## config.mk

```make
export PLATFORM = sky130hd
export DESIGN_NAME = streaming_substring_search
export DESIGN_NICKNAME = d
export VERILOG_FILES = /design/src/sv/sss_pkg.sv /design/src/sv/sss_cell.sv /design/src/sv/streaming_substring_search.sv
export VERILOG_INCLUDE_DIRS = /design/src /design/src/sv
export SDC_FILE = /design/constraint.sdc
export NUM_CORES = 1
export LEC_CHECK = 0
export ABC_AREA = 1
export BUFFER_PORTS_ARGS = -buffer_cell sky130_fd_sc_hd__buf_2
export CAP_MARGIN = 15
export CORE_AREA = 10 10 127 129
export CTS_CLUSTER_SIZE = 25
export DETAILED_ROUTE_END_ITERATION = 10
export DIE_AREA = 0 0 137 139
export PLACE_DENSITY = 0.83
export RECOVER_POWER = 50
export SETUP_SLACK_MARGIN = 0.4
export SYNTH_ARGS = -nofsm -noshare
export SYNTH_HDL_FRONTEND = slang
export SYNTH_SLANG_ARGS = --single-unit
```

## constraint.sdc

```tcl
create_clock -name clk_i -period 4.9 [get_ports clk_i]
set_input_delay 0.98 -clock clk_i [delete_from_list [all_inputs] [get_ports clk_i]]
set_output_delay 0.98 -clock clk_i [all_outputs]
set_load 0.005 [all_outputs]
```

## src/sv/streaming_substring_search_macros.svh

```systemverilog
// assertion macros shared by the substring search rtl
// expects clk_i and rst_ni in the scope of each use
`ifndef STREAMING_SUBSTRING_SEARCH_MACROS_SVH
`define STREAMING_SUBSTRING_SEARCH_MACROS_SVH

// same-cycle implication, disabled in reset
`define SSS_ASSERT_NOW(label, ante, cons, msg) \
  label: assert property (@(posedge clk_i) disable iff (!rst_ni) (ante) |-> (cons)) \
    else $error(msg);

// next-cycle implication, disabled in reset
`define SSS_ASSERT_NEXT(label, ante, cons, msg) \
  label: assert property (@(posedge clk_i) disable iff (!rst_ni) (ante) |=> (cons)) \
    else $error(msg);

`endif

```

## src/sv/sss_pkg.sv

```systemverilog
// shared types and constants for the streaming substring search
// no dependencies
`default_nettype none

package sss_pkg;

  // window depth default, longest supported pattern
  localparam int unsigned MaxPatternDef = 8;

  // field widths fixed by the interface
  localparam int unsigned ByteW     = 8;
  localparam int unsigned PatBytesW = 64;
  localparam int unsigned PatLenW   = 4;
  localparam int unsigned CfgIdxW   = 2;
  localparam int unsigned StatusW   = 2;

  localparam logic [ByteW-1:0] NewlineChar = 8'h0A;

  // configuration register indexes
  localparam logic [CfgIdxW-1:0] RegPatternBytes  = 2'd0;
  localparam logic [CfgIdxW-1:0] RegPatternLength = 2'd1;

  // search result codes
  typedef enum logic [StatusW-1:0] {
    StatusRejected = 2'd0,
    StatusFound    = 2'd1,
    StatusNotFound = 2'd2
  } search_status_e;

  // per-beat control shared by every cell
  typedef struct packed {
    logic shift;
    logic clear;
  } cell_ctrl_t;

  // pattern character a cell compares against
  typedef struct packed {
    logic [ByteW-1:0] expect_byte;
    logic             in_use;
  } cell_ref_t;

endpackage

`default_nettype wire

```

## src/sv/sss_cell.sv

```systemverilog
// one window cell: holds a text byte and its valid bit, passes both on
// depends on sss_pkg
`default_nettype none

module sss_cell (
  input  wire logic                     clk_i,
  input  wire logic                     rst_ni,
  input  wire sss_pkg::cell_ctrl_t      ctrl_i,
  input  wire sss_pkg::cell_ref_t       ref_i,
  input  wire logic [sss_pkg::ByteW-1:0] byte_i,
  input  wire logic                     valid_i,
  output logic      [sss_pkg::ByteW-1:0] byte_o,
  output logic                          valid_o,
  output logic                          hit_o
);

  logic [sss_pkg::ByteW-1:0] byte_q;
  logic                      valid_q;

  // byte payload moves one cell down on every beat
  always_ff @(posedge clk_i) begin
    if (ctrl_i.shift) begin
      byte_q <= byte_i;
    end
  end

  // valid bit follows the byte, cleared at the end of a text
  always_ff @(posedge clk_i or negedge rst_ni) begin
    if (!rst_ni) begin
      valid_q <= 1'b0;
    end else if (ctrl_i.shift) begin
      valid_q <= valid_i & ~ctrl_i.clear;
    end
  end

  // compare the byte this cell is about to hold
  assign hit_o   = ~ref_i.in_use | (valid_i & (byte_i == ref_i.expect_byte));
  assign byte_o  = byte_q;
  assign valid_o = valid_q;

endmodule

`default_nettype wire

```

## src/sv/streaming_substring_search.sv

```systemverilog
// top level of the streaming substring search: config registers, cell row, result register
// depends on sss_pkg, sss_cell and streaming_substring_search_macros.svh
`default_nettype none

// Text bytes stream in one per beat on the s_axis side, tlast on the final byte of a
// text. A row of MAX_PATTERN cells holds the newest bytes; on every beat each cell
// compares the byte it is about to hold with its pattern character, so the whole
// window is checked in the cycle the byte is taken; one byte is accepted every clock
// if no status beat waits. On the final byte one status beat (0 rejected for a leading
// newline in text or pattern, 1 found, 2 not found) is loaded into the output register
// and appears on m_axis the next cycle; input keeps flowing while that beat is taken
// the same cycle. cfg sets the pattern (index 0 bytes, 1 length, others ignored); the user
// must write it only between texts, unenforced; a new text starts right after a final byte.
`include "streaming_substring_search_macros.svh"

module streaming_substring_search #(
  parameter int unsigned MAX_PATTERN = sss_pkg::MaxPatternDef
) (
  input  wire logic                         clk_i,
  input  wire logic                         rst_ni,
  // configuration writes
  input  wire logic                         cfg_valid_i,
  output logic                              cfg_ready_o,
  input  wire logic [sss_pkg::CfgIdxW-1:0]  cfg_index_i,
  input  wire logic [sss_pkg::PatBytesW-1:0] cfg_data_i,
  // text in
  input  wire logic                         s_axis_tvalid,
  output logic                              s_axis_tready,
  input  wire logic [7:0]                   s_axis_tdata,  // [7:0] text_byte
  input  wire logic                         s_axis_tlast,  // last_byte
  // result out
  output logic                              m_axis_tvalid,
  input  wire logic                         m_axis_tready,
  output logic      [7:0]                   m_axis_tdata   // [1:0] search_status
);

  localparam int unsigned ByteW = sss_pkg::ByteW;
  localparam int unsigned LenW  = sss_pkg::PatLenW;

  logic [sss_pkg::PatBytesW-1:0] pattern_bytes_q;
  logic [LenW-1:0]               pattern_length_q;
  logic [LenW-1:0]               len_cap;

  logic                   in_accept;
  sss_pkg::cell_ctrl_t    cell_ctrl;
  logic [ByteW-1:0]       win_byte  [MAX_PATTERN];
  logic [MAX_PATTERN-1:0] win_valid;
  logic [MAX_PATTERN-1:0] cell_hit;

  logic                   match_seen_q;
  logic                   leading_newline_q;
  logic                   leading_now;
  logic                   pattern_nl;
  logic                   match_now;
  logic                   out_valid_q;
  sss_pkg::search_status_e status_q;
  sss_pkg::search_status_e status_d;

  // config registers, always ready
  assign cfg_ready_o = 1'b1;

  always_ff @(posedge clk_i or negedge rst_ni) begin
    if (!rst_ni) begin
      pattern_bytes_q  <= '0;
      pattern_length_q <= LenW'(1);
    end else if (cfg_valid_i) begin
      unique case (cfg_index_i)
        sss_pkg::RegPatternBytes:  pattern_bytes_q  <= cfg_data_i;
        sss_pkg::RegPatternLength: pattern_length_q <= cfg_data_i[LenW-1:0];
        default: ;
      endcase
    end
  end

  // active length saturates at the window depth
  assign len_cap = (pattern_length_q > LenW'(MAX_PATTERN)) ? LenW'(MAX_PATTERN)
                                                           : pattern_length_q;

  // beat control
  assign s_axis_tready   = ~out_valid_q | m_axis_tready;
  assign in_accept       = s_axis_tvalid & s_axis_tready;
  assign cell_ctrl.shift = in_accept;
  assign cell_ctrl.clear = s_axis_tlast;

  // row of window cells, cell 0 holds the newest byte
  for (genvar k = 0; k < MAX_PATTERN; k++) begin : g_cell
    logic [2:0]          pat_idx;
    sss_pkg::cell_ref_t  cell_ref;
    logic [ByteW-1:0]    chain_byte;
    logic                chain_valid;

    // cell k lines up with pattern character len-1-k
    assign pat_idx              = 3'(len_cap - LenW'(k) - LenW'(1));
    assign cell_ref.in_use      = (LenW'(k) < len_cap);
    assign cell_ref.expect_byte = pattern_bytes_q[{pat_idx, 3'b000} +: ByteW];

    if (k == 0) begin : g_head
      assign chain_byte  = s_axis_tdata;
      assign chain_valid = 1'b1;
    end else begin : g_body
      assign chain_byte  = win_byte[k-1];
      assign chain_valid = win_valid[k-1];
    end

    sss_cell u_cell (
      .clk_i   (clk_i),
      .rst_ni  (rst_ni),
      .ctrl_i  (cell_ctrl),
      .ref_i   (cell_ref),
      .byte_i  (chain_byte),
      .valid_i (chain_valid),
      .byte_o  (win_byte[k]),
      .valid_o (win_valid[k]),
      .hit_o   (cell_hit[k])
    );
  end

  // per-text flags including the current beat
  assign match_now   = match_seen_q | (&cell_hit);
  assign leading_now = leading_newline_q | (~win_valid[0] & (s_axis_tdata == sss_pkg::NewlineChar));
  assign pattern_nl  = (pattern_length_q != '0) &
                       (pattern_bytes_q[ByteW-1:0] == sss_pkg::NewlineChar);

  // status of a text ending on this beat
  always_comb begin
    priority if (leading_now | pattern_nl) begin
      status_d = sss_pkg::StatusRejected;
    end else if (match_now) begin
      status_d = sss_pkg::StatusFound;
    end else begin
      status_d = sss_pkg::StatusNotFound;
    end
  end

  // per-text flags, cleared after the final byte
  always_ff @(posedge clk_i or negedge rst_ni) begin
    if (!rst_ni) begin
      match_seen_q      <= 1'b0;
      leading_newline_q <= 1'b0;
    end else if (in_accept) begin
      match_seen_q      <= match_now & ~s_axis_tlast;
      leading_newline_q <= leading_now & ~s_axis_tlast;
    end
  end

  // output register
  always_ff @(posedge clk_i or negedge rst_ni) begin
    if (!rst_ni) begin
      out_valid_q <= 1'b0;
    end else if (in_accept & s_axis_tlast) begin
      out_valid_q <= 1'b1;
    end else if (m_axis_tready) begin
      out_valid_q <= 1'b0;
    end
  end

  always_ff @(posedge clk_i) begin
    if (in_accept & s_axis_tlast) begin
      status_q <= status_d;
    end
  end

  assign m_axis_tvalid = out_valid_q;
  assign m_axis_tdata  = {{(8 - sss_pkg::StatusW){1'b0}}, status_q};

  // checks
  `SSS_ASSERT_NEXT(a_last_gives_result, in_accept && s_axis_tlast, m_axis_tvalid,
    "final byte did not produce a result beat")
  `SSS_ASSERT_NEXT(a_last_clears_window, in_accept && s_axis_tlast,
    win_valid == '0 && !match_seen_q && !leading_newline_q,
    "per-text state not cleared after final byte")
  `SSS_ASSERT_NEXT(a_byte_fills_head, in_accept && !s_axis_tlast, win_valid[0],
    "newest window cell not valid after a byte")
  `SSS_ASSERT_NEXT(a_newline_pattern_rejects, in_accept && s_axis_tlast && pattern_nl,
    status_q == sss_pkg::StatusRejected, "newline pattern not rejected")

endmodule

`default_nettype wire
```

==> flow_summary.json <==
{
  "final.setup.worst_slack_ns": 1.26,
  "setup.worst_path.end_class": "register",
  "ys.flop_type": "sky130_fd_sc_hd__dfrtp_1",
  "synth_cell_types": 34,
  "mappedNetlistArea_mm2": 0.00869,
  "crit_chain": "inv_2, nand2_2, inv_2, buf_4, nand2_1, nand2_2, nand2_1, nand3b_1, nand2_1, inv_1, nand2_1, nor2_1, nand3_1, nand2_1, nand2_1, nor2_1, nand2_1, nand2_1, nor2_1",
  "worst_path_max_delay_cell": "sky130_fd_sc_hd__dfrtp_1",
  "post_place_setup_slack_ns": 1.47,
  "part_of_the_cycle_the_worst_path_needs_pct": 74.2,
  "clock_power_share_pct": 29.9,
  "numClockSinks": 136,
  "final_wl_um": 31700,
  "status": "finished, violations left",
  "final_layout_size_suffix_gt1_share_pct": 12.6,
  "area_share_of_and_or_nand_nor_cells_after_synthesis_pct": 39.7,
  "cts_resized": 0,
  "synthesis.yosys.warnings": 0,
  "max-clock-path-buffers": 2,
  "postRouteAntennaNets": 0,
  "slew_of_the_pin_with_the_lowest_slew_margin_ns": 2.03,
  "compound_cell_area_share_of_the_yosys_netlist_pct": 4.76,
  "synth_adder_area_share_pct": 0.288,
  "numPlacedInstances": 1426,
  "cts_root_buffer": "sky130_fd_sc_hd__clkbuf_16",
  "main_combinational_cell_family_by_area_after_synthesis": "simple AND/OR/NAND/NOR gates",
  "cts.hold.buffers_added": 0,
  "swShare_pct": 41.1,
  "final_max_slew_viol_count": 79,
  "vias_after_detailed_routing": 9064,
  "worst_path_most_repeated_cell": "sky130_fd_sc_hd__nand2_1",
  "cts_setup_buffers": 0,
  "critPathKind": "reg2reg",
  "yosysMostFrequentCell": "sky130_fd_sc_hd__nand2_1",
  "start_util_pct": 63.6,
  "via_count_of_the_first_global_routing_pass": 8846,
  "power.share.combinational_pct": 38.2,
  "gr-usage-all-layers_pct": 33.7,
  "clk_pin_slew_ns": 0.06,
  "postSynthCellCount": 1208,
  "worst-path-max-fanout": 37,
  "power.internal_mw": 2.75,
  "core_area_mm2": 0.0137,
  "cp.required_ns": 5.05,
  "max_cap_viol_count": 1,
  "maximum_clock_frequency_mhz": 275,
  "dieHeight_um": 139,
  "timing.critical_path.from_type": "register",
  "die_area_mm2": 0.0190,
  "synth-edff-count": 58,
  "hold_viol": 0,
  "routed_wire_per_std_cell_um": 21.8,
  "floorplan.die.width_um": 137,
  "vias_per_cell": 6.22,
  "slowest_delay_ns": 0.42,
  "drt-initial-drc-count": 1456,
  "grt_first_pass_wirelength_um": 48900,
  "io-pin-count": 91,
  "htree_num_levels": 4,
  "powerDensity_mw_per_mm2": 480,
  "timing.final.setup_violations": 0,
  "yosys-top-cells-area": "sky130_fd_sc_hd__dfrtp_1, sky130_fd_sc_hd__edfxtp_1, sky130_fd_sc_hd__nand2_1",
  "io_buffer_count": 83,
  "critPathArrivalTime_ns": 3.79,
  "synth.cells.most_frequent": "sky130_fd_sc_hd__nand2_1, sky130_fd_sc_hd__nand3_1, sky130_fd_sc_hd__inv_1",
  "hpwl_um": 23600,
  "hold_class": "reg2reg",
  "postSynthAreaPerCell_um2": 7.20,
  "cts-buffers-inserted": 17,
  "detail_route.first_pass.iterations": 6,
  "diodes": 0,
  "grt_setup_unrepaired": "no",
  "synth-seq-cells": 136,
  "post-route-min-period_ns": 3.64,
  "drc": 0,
  "fin_tns_setup_ns": 0,
  "clock-skew-final_ns": 0.00818,
  "layout-area-overhead-vs-synth_pct": 11.9,
  "clock_latency_ns": 0.43,
  "yosys-mux-area-fraction_pct": 4.15,
  "failing_checks": "capacitance limit, slew limit",
  "power.total_mw": 4.67,
  "place_congestion": 1.11,
  "final_cell_count_no_fill": 1458,
  "max_slew_margin_pct": -35.0,
  "yosys.area.top_type": "sky130_fd_sc_hd__dfrtp_1",
  "synth-xor-area-share_pct": 0.202,
  "synthArstFlopShare_pct": 57.4,
  "overflow": 0,
  "antenna_found_initial": 0,
  "share_seq_of_total_power_pct": 31.9,
  "design.final.nets": 1347,
  "yosys.area.top_type_share_pct": 22.2,
  "vdd_drop_max_uv": 434,
  "switchingPower_mw": 1.92,
  "total_leakage_power_nw": 4.97,
  "grt_max_degree": 97,
  "cts_tree": "yes",
  "ys_seq_area_share_pct": 42.5,
  "floorplan.rows": 43
}
worst max-delay path: cells and delay by family (launching register included):
family                 cells  cell delay, ns
buffers and inverters      4            0.91
DFF                        1            0.42
and+or+nand+nor           15            2.03
power groups by stage:
| stage | Clock, mW | Sequential (mW) | Combinational (mW) |
|---|---|---|---|
| 2_1_floorplan | 0 | 1.42 | 1.27 |
| 3_3_place_gp | 0 | 1.49 | 1.66 |
| 3_5_place_dp | 0 | 1.50 | 1.70 |
| 4_1_cts | 1.40 | 1.48 | 1.72 |
| 5_1_grt | 1.45 | 1.50 | 1.97 |
| 6_report | 1.40 | 1.49 | 1.78 |
layout by cell type, fill, tap and decap left out, drive strengths merged, types with 2 or more instances in the layout:
cell / instances
nand2: 412
nand3: 297
inv: 113
buf: 83
dfrtp: 77
edfxtp: 58
nor2: 56
a21oi: 42
mux2: 32
clkbuf: 28
o21ai: 22
nand3b: 18
conb: 7
o22ai: 6
a21o: 5
bufinv: 4
nor4: 3
clkinv: 3
nand4: 2
xor2: 2
ha: 2
layout make-up:
cell class	count	area, µm²
Clock buffer	19	443
Clock inverter	13	190
Fill cell	1146	3940
Inverter	108	405
Multi-Input combinational cell	910	4300
Sequential cell	136	3690
Tap cell	180	225
Timing Repair Buffer	92	473
final timing paths:
kind                                                 start                    endpoint  slack, ns  cells past startpoint
worst min register to register  g_cell[1].u_cell.byte_o[7]  g_cell[2].u_cell.byte_o[7]       0.46                      0
min in group asynchronous                           rst_ni          pattern_bytes_q[5]       1.11                      1
worst min-delay path            g_cell[1].u_cell.byte_o[7]  g_cell[2].u_cell.byte_o[7]       0.46                      0
max in group asynchronous                           rst_ni         pattern_bytes_q[38]       2.58                      1
worst max register to register         pattern_length_q[3]                 status_q[1]       1.26                     19
worst max-delay path                   pattern_length_q[3]                 status_q[1]       1.26                     19
flip-flops by register name, indices dropped and copies added (netlist names):
register / count
match_seen_q: 1
pattern_bytes_q: 64
g_cell.u_cell.byte_o: 56
pattern_length_q: 4
m_axis_tvalid: 1
status_q: 2
g_cell.u_cell.valid_o: 7
leading_newline_q: 1
layer usage:
metal  routed length (µm)  GRT usage (%)  vias to the layer above
met2                15000           54.2                      631
met5                    0              0                        -
met1                11500           39.9                     4172
li1                     -              -                     4101
met3                 3040           7.64                      160
met4                 2200           20.2                        0
metrics by stage:
| step | hold slack (ns) | utilization, % | area (µm²) |
|---|---|---|---|
| 6_report | 0.460 | 71.2 | 9730 |
| 5_1_grt | 0.474 | 71.2 | 9730 |
| 4_1_cts | 0.462 | 71.3 | 9740 |
| 3_5_place_dp | 0.441 | 66.7 | 9110 |
| 3_3_place_gp | 0.437 | 66.7 | 9110 |
| 2_1_floorplan | 0.426 | - | 8710 |
cell families (layout without fill, tap and decap cells):
| family | count (synthesis) | in the layout |
|---|---|---|
| and+or+nand+nor | 790 | 790 |
| buffers and inverters | 167 | 232 |
| DFF | 136 | 136 |
| AOI/OAI and AO/OA | 77 | 77 |
| muxes | 32 | 32 |
| adders and majority gates | 2 | 2 |
| other | 2 | 7 |
| xor gates and xnor gates | 2 | 2 |
(Power assumes the default switching activity.)
